`src/design/mset_pkg.sv`:
```
// Shared constants, codes and types for the event timer bank.
// No dependencies; every other design file but mset_ram refers to this package by scoped name.
package mset_pkg;

    localparam int SLOTS   = 8;
    localparam int TICK_HZ = 1000;
    localparam int SLOT_W  = (SLOTS > 1) ? $clog2(SLOTS) : 1;
    localparam int MODE_W  = 3;
    localparam int SLOTF_W = 3;
    localparam int TIME_W  = 32;
    localparam int CNT_W   = 16;
    localparam int SHOW_W  = 8;
    localparam int SHOW_N  = (SLOTS < SHOW_W) ? SLOTS : SHOW_W;

    // Clock starts ten seconds of ticks short of wrapping.
    localparam logic [TIME_W-1:0] TIME_RST = {TIME_W{1'b1}} - TIME_W'(10 * TICK_HZ);

    typedef enum logic [MODE_W-1:0] {
        MODE_TICK    = 3'd0,
        MODE_ONESHOT = 3'd1,
        MODE_REPEAT  = 3'd2,
        MODE_COUNTED = 3'd3,
        MODE_CANCEL  = 3'd4
    } t_mode;

    typedef struct packed {
        logic [TIME_W-1:0] target;
        logic [TIME_W-1:0] interval;
        logic              rep;
        logic              cnt;
        logic [CNT_W-1:0]  remaining;
    } t_entry;

    localparam int ENTRY_W = $bits(t_entry);

    typedef struct packed {
        logic              capture;
        logic              adv_time;
        logic              arm_wr;
        logic              cancel;
        logic              rd_en;
        logic [SLOT_W-1:0] rd_idx;
        logic              ev_en;
        logic [SLOT_W-1:0] ev_idx;
        logic              load_out;
    } t_cmd;

    typedef struct packed {
        logic is_tick;
        logic is_arm;
        logic is_cancel;
        logic out_free;
    } t_sts;

endpackage

```
`src/design/mset_if.sv`:
```
// Valid/ready channel interfaces for the timer bank request and result.
// Depends on mset_pkg for field widths.
interface mset_req_if;
    logic                              valid;
    logic                              ready;
    logic [mset_pkg::MODE_W-1:0]       mode;
    logic [mset_pkg::SLOTF_W-1:0]      slot;
    logic [mset_pkg::TIME_W-1:0]       duration;
    logic [mset_pkg::CNT_W-1:0]        count;

    modport source (output valid, mode, slot, duration, count, input ready);
    modport sink   (input valid, mode, slot, duration, count, output ready);
endinterface

interface mset_rsp_if;
    logic                              valid;
    logic                              ready;
    logic [mset_pkg::SHOW_W-1:0]       fired;
    logic [mset_pkg::SHOW_W-1:0]       active_mask;
    logic [mset_pkg::TIME_W-1:0]       time_now;

    modport source (output valid, fired, active_mask, time_now, input ready);
    modport sink   (input valid, fired, active_mask, time_now, output ready);
endinterface

```
`src/design/mset_ram.sv`:
```
// Generic single-write, single-read RAM with registered read data.
// No dependencies.
module mset_ram #(
    parameter int WIDTH = 8,
    parameter int DEPTH = 8
) (
    input  logic                                  i_clk,
    input  logic                                  i_we,
    input  logic [((DEPTH > 1) ? $clog2(DEPTH) : 1)-1:0] i_waddr,
    input  logic [WIDTH-1:0]                      i_wdata,
    input  logic                                  i_re,
    input  logic [((DEPTH > 1) ? $clog2(DEPTH) : 1)-1:0] i_raddr,
    output logic [WIDTH-1:0]                      o_rdata
);
    logic [WIDTH-1:0] r_mem [DEPTH];
    logic [WIDTH-1:0] r_rdata;

    always_ff @(posedge i_clk) begin
        if (i_we) begin
            r_mem[i_waddr] <= i_wdata;
        end
        if (i_re) begin
            r_rdata <= r_mem[i_raddr];
        end
    end

    assign o_rdata = r_rdata;
endmodule

```
`src/design/mset_ctrl.sv`:
```
// Controller: sequences capture, arm/cancel, the per-slot tick scan and the result load.
// Depends on mset_pkg for command and status types.
module mset_ctrl (
    input  logic             i_clk,
    input  logic             i_rst_n,
    input  logic             i_req_valid,
    output logic             o_req_ready,
    input  mset_pkg::t_sts   i_sts,
    output mset_pkg::t_cmd   o_cmd
);
    localparam int SW = mset_pkg::SLOT_W;
    localparam logic [SW-1:0] LAST = SW'(mset_pkg::SLOTS - 1);

    typedef enum logic [1:0] {
        S_IDLE,
        S_DECODE,
        S_SCAN,
        S_FIN
    } t_state;

    t_state          r_state, n_state;
    logic [SW-1:0]   r_idx, n_idx;

    always_ff @(posedge i_clk) begin
        if (!i_rst_n) begin
            r_state <= S_IDLE;
            r_idx   <= '0;
        end else begin
            r_state <= n_state;
            r_idx   <= n_idx;
        end
    end

    assign o_req_ready = (r_state == S_IDLE);

    always_comb begin
        n_state = r_state;
        n_idx   = r_idx;
        o_cmd   = '0;
        case (r_state)
            S_IDLE: begin
                if (i_req_valid) begin
                    o_cmd.capture = 1'b1;
                    n_state       = S_DECODE;
                end
            end
            S_DECODE: begin
                if (i_sts.is_tick) begin
                    // advance clock and prefetch slot 0
                    o_cmd.adv_time = 1'b1;
                    o_cmd.rd_en    = 1'b1;
                    o_cmd.rd_idx   = '0;
                    n_idx          = '0;
                    n_state        = S_SCAN;
                end else begin
                    o_cmd.arm_wr = i_sts.is_arm;
                    o_cmd.cancel = i_sts.is_cancel;
                    n_state      = S_FIN;
                end
            end
            S_SCAN: begin
                // evaluate slot r_idx while reading the next one
                o_cmd.ev_en  = 1'b1;
                o_cmd.ev_idx = r_idx;
                o_cmd.rd_idx = r_idx + SW'(1);
                if (r_idx == LAST) begin
                    n_state = S_FIN;
                end else begin
                    o_cmd.rd_en = 1'b1;
                    n_idx       = r_idx + SW'(1);
                end
            end
            S_FIN: begin
                if (i_sts.out_free) begin
                    o_cmd.load_out = 1'b1;
                    n_state        = S_IDLE;
                end
            end
            default: begin
                n_state = S_IDLE;
            end
        endcase
    end
endmodule

```
`src/design/mset_dp.sv`:
```
// Datapath: request registers, tick clock, active bits, slot RAM and result register.
// Depends on mset_pkg and mset_ram.
module mset_dp (
    input  logic                              i_clk,
    input  logic                              i_rst_n,
    input  mset_pkg::t_cmd                    i_cmd,
    output mset_pkg::t_sts                    o_sts,
    input  logic [mset_pkg::MODE_W-1:0]       i_mode,
    input  logic [mset_pkg::SLOTF_W-1:0]      i_slot,
    input  logic [mset_pkg::TIME_W-1:0]       i_duration,
    input  logic [mset_pkg::CNT_W-1:0]        i_count,
    output logic                              o_rsp_valid,
    input  logic                              i_rsp_ready,
    output logic [mset_pkg::SHOW_W-1:0]       o_fired,
    output logic [mset_pkg::SHOW_W-1:0]       o_active_mask,
    output logic [mset_pkg::TIME_W-1:0]       o_time_now
);
    localparam int SW = mset_pkg::SLOT_W;
    localparam int N  = mset_pkg::SLOTS;

    logic [mset_pkg::MODE_W-1:0]  r_mode;
    logic [mset_pkg::SLOTF_W-1:0] r_slot;
    logic [mset_pkg::TIME_W-1:0]  r_dur;
    logic [mset_pkg::CNT_W-1:0]   r_count;
    logic [mset_pkg::TIME_W-1:0]  r_time;
    logic [N-1:0]                 r_active, n_active;
    logic [N-1:0]                 r_fired, n_fired;
    logic                         r_o_valid;
    logic [mset_pkg::SHOW_W-1:0]  r_o_fired, r_o_active;
    logic [mset_pkg::TIME_W-1:0]  r_o_time;

    logic [SW-1:0]                w_sidx;
    logic                         w_slot_ok;
    logic                         w_is_arm, w_is_cancel;
    logic                         w_rep, w_cnt;
    logic                         w_hit;
    logic                         w_we;
    logic [SW-1:0]                w_waddr;
    mset_pkg::t_entry             w_rd, w_wr;
    logic [mset_pkg::ENTRY_W-1:0] w_rdata;
    logic [mset_pkg::SHOW_W-1:0]  w_show_fired, w_show_active;

    assign w_sidx    = SW'(r_slot);
    assign w_slot_ok = (32'(r_slot) < 32'(N));

    always_comb begin
        w_is_arm    = 1'b0;
        w_is_cancel = 1'b0;
        case (r_mode)
            mset_pkg::MODE_ONESHOT, mset_pkg::MODE_REPEAT: w_is_arm = w_slot_ok;
            mset_pkg::MODE_COUNTED: begin
                w_is_arm    = w_slot_ok && (r_count != '0);
                w_is_cancel = w_slot_ok && (r_count == '0);
            end
            mset_pkg::MODE_CANCEL: w_is_cancel = w_slot_ok;
            default: ;
        endcase
    end

    assign w_rep = (r_mode == mset_pkg::MODE_REPEAT) || (r_mode == mset_pkg::MODE_COUNTED);
    assign w_cnt = (r_mode == mset_pkg::MODE_COUNTED);

    assign o_sts.is_tick   = (r_mode == mset_pkg::MODE_TICK);
    assign o_sts.is_arm    = w_is_arm;
    assign o_sts.is_cancel = w_is_cancel;
    assign o_sts.out_free  = !r_o_valid || i_rsp_ready;

    assign w_rd  = mset_pkg::t_entry'(w_rdata);
    assign w_hit = i_cmd.ev_en && r_active[i_cmd.ev_idx] && (w_rd.target == r_time);

    always_comb begin
        w_we    = 1'b0;
        w_waddr = i_cmd.ev_idx;
        w_wr    = w_rd;
        if (i_cmd.arm_wr) begin
            w_we           = 1'b1;
            w_waddr        = w_sidx;
            w_wr.target    = r_time + r_dur;
            w_wr.interval  = w_rep ? r_dur : '0;
            w_wr.rep       = w_rep;
            w_wr.cnt       = w_cnt;
            w_wr.remaining = w_cnt ? r_count : '0;
        end else if (w_hit && w_rd.rep) begin
            w_we        = 1'b1;
            w_wr.target = w_rd.target + w_rd.interval;
            if (w_rd.cnt) begin
                w_wr.remaining = w_rd.remaining - mset_pkg::CNT_W'(1);
            end
        end
    end

    mset_ram #(
        .WIDTH (mset_pkg::ENTRY_W),
        .DEPTH (N)
    ) u_ram (
        .i_clk   (i_clk),
        .i_we    (w_we),
        .i_waddr (w_waddr),
        .i_wdata (w_wr),
        .i_re    (i_cmd.rd_en),
        .i_raddr (i_cmd.rd_idx),
        .o_rdata (w_rdata)
    );

    always_comb begin
        n_active = r_active;
        n_fired  = r_fired;
        if (i_cmd.capture) begin
            n_fired = '0;
        end
        if (i_cmd.cancel) begin
            n_active[w_sidx] = 1'b0;
        end
        if (i_cmd.arm_wr) begin
            n_active[w_sidx] = 1'b1;
        end
        if (w_hit) begin
            n_fired[i_cmd.ev_idx] = 1'b1;
            // one-shot ends; counted ends on its last firing
            if (!w_rd.rep || (w_rd.cnt && (w_rd.remaining == mset_pkg::CNT_W'(1)))) begin
                n_active[i_cmd.ev_idx] = 1'b0;
            end
        end
    end

    always_comb begin
        w_show_fired  = '0;
        w_show_active = '0;
        for (int i = 0; i < mset_pkg::SHOW_N; i++) begin
            w_show_fired[i]  = r_fired[i];
            w_show_active[i] = r_active[i];
        end
    end

    always_ff @(posedge i_clk) begin
        if (!i_rst_n) begin
            r_time    <= mset_pkg::TIME_RST;
            r_active  <= '0;
            r_o_valid <= 1'b0;
        end else begin
            r_active <= n_active;
            if (i_cmd.adv_time) begin
                r_time <= r_time + mset_pkg::TIME_W'(1);
            end
            if (i_cmd.load_out) begin
                r_o_valid <= 1'b1;
            end else if (i_rsp_ready) begin
                r_o_valid <= 1'b0;
            end
        end
    end

    always_ff @(posedge i_clk) begin
        r_fired <= n_fired;
        if (i_cmd.capture) begin
            r_mode  <= i_mode;
            r_slot  <= i_slot;
            r_dur   <= i_duration;
            r_count <= i_count;
        end
        if (i_cmd.load_out) begin
            r_o_fired  <= w_show_fired;
            r_o_active <= w_show_active;
            r_o_time   <= r_time;
        end
    end

    assign o_rsp_valid   = r_o_valid;
    assign o_fired       = r_o_fired;
    assign o_active_mask = r_o_active;
    assign o_time_now    = r_o_time;
endmodule

```
`src/design/multi_slot_event_timer_bank_core.sv`:
```
// Top level of the event timer bank: joins controller and datapath to the channels.
// Depends on mset_pkg, mset_if, mset_ctrl, mset_dp.
//
// Usage: requests arrive on i_req (mode, slot, duration, count). Mode tick advances
// the 32-bit clock and fires every active slot whose target equals the new time;
// modes arm one-shot, repeating and counted slots, or cancel one. Each request gives
// exactly one result on o_rsp: fired slots (ticks only), active slots and the clock.
// Sequence: an arm or cancel request goes through decode and finish, where it waits for
// room in the result register, before its result is loaded there; a tick also runs the
// scan between them, which reads, checks and writes back one slot per cycle through the
// slot RAM's separate read and write ports.
// One request is worked on at a time; the next is accepted as soon as the current
// result sits in the output register, so a stalled receiver holds at most one result
// while one more request is in progress.
// Reset (synchronous, active low) clears all slots and sets the clock to ten seconds
// of ticks before wrap; slot parameters are not cleared and are only used for
// active slots.
module multi_slot_event_timer_bank_core (
    input  logic        i_clk,
    input  logic        i_rst_n,
    mset_req_if.sink    i_req,
    mset_rsp_if.source  o_rsp
);
    mset_pkg::t_cmd w_cmd;
    mset_pkg::t_sts w_sts;
    logic           w_req_ready;

    mset_ctrl u_ctrl (
        .i_clk       (i_clk),
        .i_rst_n     (i_rst_n),
        .i_req_valid (i_req.valid),
        .o_req_ready (w_req_ready),
        .i_sts       (w_sts),
        .o_cmd       (w_cmd)
    );

    mset_dp u_dp (
        .i_clk         (i_clk),
        .i_rst_n       (i_rst_n),
        .i_cmd         (w_cmd),
        .o_sts         (w_sts),
        .i_mode        (i_req.mode),
        .i_slot        (i_req.slot),
        .i_duration    (i_req.duration),
        .i_count       (i_req.count),
        .o_rsp_valid   (o_rsp.valid),
        .i_rsp_ready   (o_rsp.ready),
        .o_fired       (o_rsp.fired),
        .o_active_mask (o_rsp.active_mask),
        .o_time_now    (o_rsp.time_now)
    );

    assign i_req.ready = w_req_ready;
endmodule

```
`src/flat_wrapper.sv`:
```
// flat-port wrapper written by rule: the top's interface ports become plain ports
module multi_slot_event_timer_bank_core_flat 
  (i_clk, i_rst_n, i_req_valid, i_req_mode, i_req_slot, i_req_duration, i_req_count, i_req_ready, o_rsp_valid, o_rsp_fired, o_rsp_active_mask, o_rsp_time_now, o_rsp_ready);
  mset_req_if i_req_i ();
  mset_rsp_if o_rsp_i ();
  input  logic i_clk;
  input  logic i_rst_n;
  input wire logic [$bits(i_req_i.valid)-1:0] i_req_valid;
  input wire logic [$bits(i_req_i.mode)-1:0] i_req_mode;
  input wire logic [$bits(i_req_i.slot)-1:0] i_req_slot;
  input wire logic [$bits(i_req_i.duration)-1:0] i_req_duration;
  input wire logic [$bits(i_req_i.count)-1:0] i_req_count;
  output wire logic [$bits(i_req_i.ready)-1:0] i_req_ready;
  output wire logic [$bits(o_rsp_i.valid)-1:0] o_rsp_valid;
  output wire logic [$bits(o_rsp_i.fired)-1:0] o_rsp_fired;
  output wire logic [$bits(o_rsp_i.active_mask)-1:0] o_rsp_active_mask;
  output wire logic [$bits(o_rsp_i.time_now)-1:0] o_rsp_time_now;
  input wire logic [$bits(o_rsp_i.ready)-1:0] o_rsp_ready;
  assign i_req_i.valid = i_req_valid;
  assign i_req_i.mode = i_req_mode;
  assign i_req_i.slot = i_req_slot;
  assign i_req_i.duration = i_req_duration;
  assign i_req_i.count = i_req_count;
  assign i_req_ready = i_req_i.ready;
  assign o_rsp_valid = o_rsp_i.valid;
  assign o_rsp_fired = o_rsp_i.fired;
  assign o_rsp_active_mask = o_rsp_i.active_mask;
  assign o_rsp_time_now = o_rsp_i.time_now;
  assign o_rsp_i.ready = o_rsp_ready;
  multi_slot_event_timer_bank_core u_core (.i_clk(i_clk), .i_rst_n(i_rst_n), .i_req(i_req_i), .o_rsp(o_rsp_i));
endmodule
```
`config.mk`:
```
export PLATFORM = sky130hd
export DESIGN_NAME = multi_slot_event_timer_bank_core_flat
export DESIGN_NICKNAME = d
export VERILOG_FILES = /design/src/design/mset_pkg.sv /design/src/design/mset_if.sv /design/src/design/mset_ram.sv /design/src/design/mset_ctrl.sv /design/src/design/mset_dp.sv /design/src/design/multi_slot_event_timer_bank_core.sv /design/src/flat_wrapper.sv
export SDC_FILE = /design/constraint.sdc
export NUM_CORES = 1
export LEC_CHECK = 0
export ABC_AREA = 1
export BUFFER_PORTS_ARGS = -buffer_cell sky130_fd_sc_hd__buf_4
export CORE_MARGIN = 3
export CORE_UTILIZATION = 40
export DETAILED_ROUTE_END_ITERATION = 10
export SLEW_MARGIN = 30
export SYNTH_ARGS = -nofsm -noshare
export SYNTH_HDL_FRONTEND = slang
export SYNTH_SLANG_ARGS = --single-unit
export TNS_END_PERCENT = 20
```
`constraint.sdc`:
```
create_clock -name i_clk -period 6.9 [get_ports i_clk]
set_input_delay 0.345 -clock i_clk [delete_from_list [all_inputs] [get_ports i_clk]]
set_output_delay 0.345 -clock i_clk [all_outputs]
set_load 0.01 [all_outputs]
```
==> reports/results.txt <==
Final period util: 61.9%
top_reg_cell synth: edfxtp_1
kind of cell adding the most delay to the critical path: simple AND/OR/NAND/NOR gates
cell count after synthesis: 4103
CP cell instances: inv_1 > ha_1 > nand2_1 > nand3_1 > nand2_1 > nand2_1 > nand2_1 > nor2_1 > nand3_1 > buf_4 > nand2_1 > nand3_1 > nor2_4 > buf_4
initial antenna violation count: 0
Final Critical Period: 4.27 ns
Final setup viols: 0
Filler Cell Count: 9565
Worst path slowest cell: nor2_4
Critical R2R Launch: u_core.u_ctrl.r_state[0]
maxcap violations: 0
pin count of the biggest net entering global routing: 174
stages on the worst setup path: 14
Core Area: 103000 sq um
Iter 0 DRT Violations: 2852
commonest non-fill, non-tap cell in the layout: nand2_1
top sig layer: met4
post-synthesis sequential area ratio: 62.9%
Slew HR: 31.8%
post-route ant nets: 0
WL met3: 8.73 mm
most frequent cells in the layout: 989 x nand2_1, 840 x edfxtp_1, 535 x nor2_1
minimum setup slack among reg-to-reg paths: 2.63 ns
Worst-Margin Slew: 1.02 ns
Post-Route WL: 125 mm
Worst Skew: 0.0368 ns
Post-Syn Area: 41800 sq um
worst r2r path cells: 14
gr usage total: 22.8%
M1 WL: 55.4 mm
Worst Path Max Fanout: 31
most frequent CP cell: nand2_1
site row count: 117
vias per std cell: 5.43
Synth top area share: 60.4%
CP peak stage delay: 0.68 ns
Initial Util: 40.7%
residual DRC count: 0
critical path class: flip-flop to flip-flop
outcome: complete, no violations
register area: 26300 sq um
die area: 108000 sq um
kind of end point of the critical path: flip-flop
die height: 329 microns
Hold Path Depth: 4
post_cts resized: 0
placed instance area: 44100 sq um
GPL Wtd Cong: 1.01
Congestion Overflow GR: 0
total CTS buffers: 91
Hold WC Path Type: input port to flip-flop
Clock Tree Buf Depth: 3
synth warn: 0
Root Driver: clkbuf_16
Final Hold Viols: 0
Async SR Flop Fraction: 0%
DR WL/cell: 22.1 microns
share of post-route cells with drive strength above 1: 11.2%
Layout area overhead: 13.9%
WP data required: 7.20 ns
final setup TNS: 0 ns
Yosys cell types: 46
vias in the first global route: 28700
design area: 47600 sq um
Worst setup SP type: flip-flop
Synthesized Nets: 4234
min-delay src: o_rsp_ready
num ports: 108
Worst-path clk slew: 0.06 ns
RSZ-0062 raised after global routing: no
Buf+Inv Stages, Crit Path: 3
number of synthesized flops with an enable pin: 840
pwr dens: 344 nW/um^2
CTS tree: yes
routed wl met2: 56.9 mm
width of the chip: 329 microns
Worst EP arrival: 4.57 ns
I/O Buffers: 107
Max Clock Freq: 0.234 GHz
r2r endpoint: u_core.u_dp.u_ram.r_mem[7][21]
Leak: 18.0 nW
global-route wire length before repair: 185 mm
Yosys top cell by area: edfxtp_1
synth top area cells: edfxtp_1 60%, nand2_1 8.9%, nor2_1 4.9%, a21oi_1 3.0%, a31o_2 2.8%
DP HPWL: 80.9 mm
Pre-antenna DRT Iters: 6
worst hold endpoint: u_core.u_dp.o_rsp_valid
multi-input combinational cell area: 13800 sq um
final net count: 4355
VDD IR max: 274 uV
#FFs+latches synth: 894
H-Tree Depth: 3
Slew Limit Fails: 0
Post-Syn Area per Cell: 10.2 sq um
ant diodes: 0
via count: 30700
total clock sinks: 894
Clock Latency Late Sink: 0.69 ns
per-stage QoR:
stage          util [%]  power [mW]  hold WS (ns)  setup WS, ns  std cells
2_1_floorplan         -        9.87         0.409          1.29       4103
3_3_place_gp       42.9        11.4         0.420          2.71       5444
3_5_place_dp       42.9        11.4         0.419          2.69       5444
4_1_cts            46.3        16.4       0.00705          2.66       5662
5_1_grt            46.3        17.1        0.0595          2.32       5662
6_report           46.3        16.4        0.0393          2.63       5662
layout make-up:
type                            instances  area share (%)
Sequential cell                       894            55.3
Multi-Input combinational cell       2757            29.0
Clock buffer                          118            5.09
Timing Repair Buffer                  199            3.65
Tap cell                             1368            3.60
Inverter                              281            2.23
Clock inverter                         45            1.17
kinds of logic after synthesis:
kind of cell / share of synthesized area [%]
flops: 62.9
simple gates: 19.6
compound gates: 9.87
fa+ha+maj: 2.22
buf+inv: 4.36
xor+xnor: 0.985
cell usage after synthesis, types with 8 or more instances:
library cell / number
buf_2: 76
inv_2: 25
nor3_1: 201
inv_1: 256
nor2_1: 544
xor2_1: 39
nand3_2: 9
nand4_1: 26
xnor2_1: 8
ha_1: 71
nand3_1: 154
nand2_1: 989
o21ai_0: 162
dfxtp_1: 54
buf_1: 11
clkbuf_1: 77
edfxtp_1: 840
a31o_1: 32
a21oi_1: 254
nand2_2: 8
a22o_1: 32
nor2_2: 11
nand3b_1: 16
a31o_2: 132
power breakdown:
part	switching (mW)	leakage [nW]	internal (mW)
clock	2.08	1.44	2.86
sequential	0.429	7.98	6.78
combinational	2.97	8.61	1.23
timing repair:
action	4_1_cts	5_1_grt
setup endpoints to repair	0	0
hold buffers	55	0
setup buffers	0	0
hold endpoints to repair	60	0
worst max-delay path by stage:
stage,endpoint,start
detailed placement,u_core.u_dp.u_ram.r_mem[7][21],u_core.u_ctrl.r_state[0]
global placement,u_core.u_dp.u_ram.r_mem[7][23],u_core.u_ctrl.r_state[0]
finish,u_core.u_dp.u_ram.r_mem[7][21],u_core.u_ctrl.r_state[0]
CTS,u_core.u_dp.u_ram.r_mem[7][21],u_core.u_ctrl.r_state[0]
floorplan,u_core.u_dp.u_ram.r_mem[2][0],u_core.u_ctrl.r_state[0]
global route,u_core.u_dp.u_ram.r_mem[7][18],u_core.u_ctrl.r_state[0]
metal layers:
metal,up-vias,GRT usage (%)
li1,14500,-
met1,14900,32.3
met2,1116,35.7
met3,190,3.39
met4,0,8.01
met5,-,0
flip-flops by register name, summed over array words and instances, names as in the netlist:
signal                     cells
u_core.u_dp.r_count           16
u_core.u_dp.u_ram.o_rdata     82
u_core.u_dp.r_slot             3
u_core.u_dp.o_rsp_valid        1
u_core.u_dp.u_ram.r_mem      656
u_core.u_dp.o_fired            8
u_core.u_dp.r_mode             3
u_core.u_dp.r_active           8
u_core.u_dp.r_time            32
u_core.u_dp.o_active_mask      8
u_core.u_dp.o_time_now        32
u_core.u_dp.r_dur             32
u_core.u_ctrl.r_state          2
u_core.u_ctrl.r_idx            3
u_core.u_dp.r_fired            8
worst reg2reg max path: cells and delay by family, from the launching register on:
family | cells | cell delay, ns
simple gates | 10 | 1.94
buf+inv | 3 | 1.05
fa+ha+maj | 1 | 0.53
flops | 1 | 0.34
No activity file was read; power rests on OpenSTA's default activity.
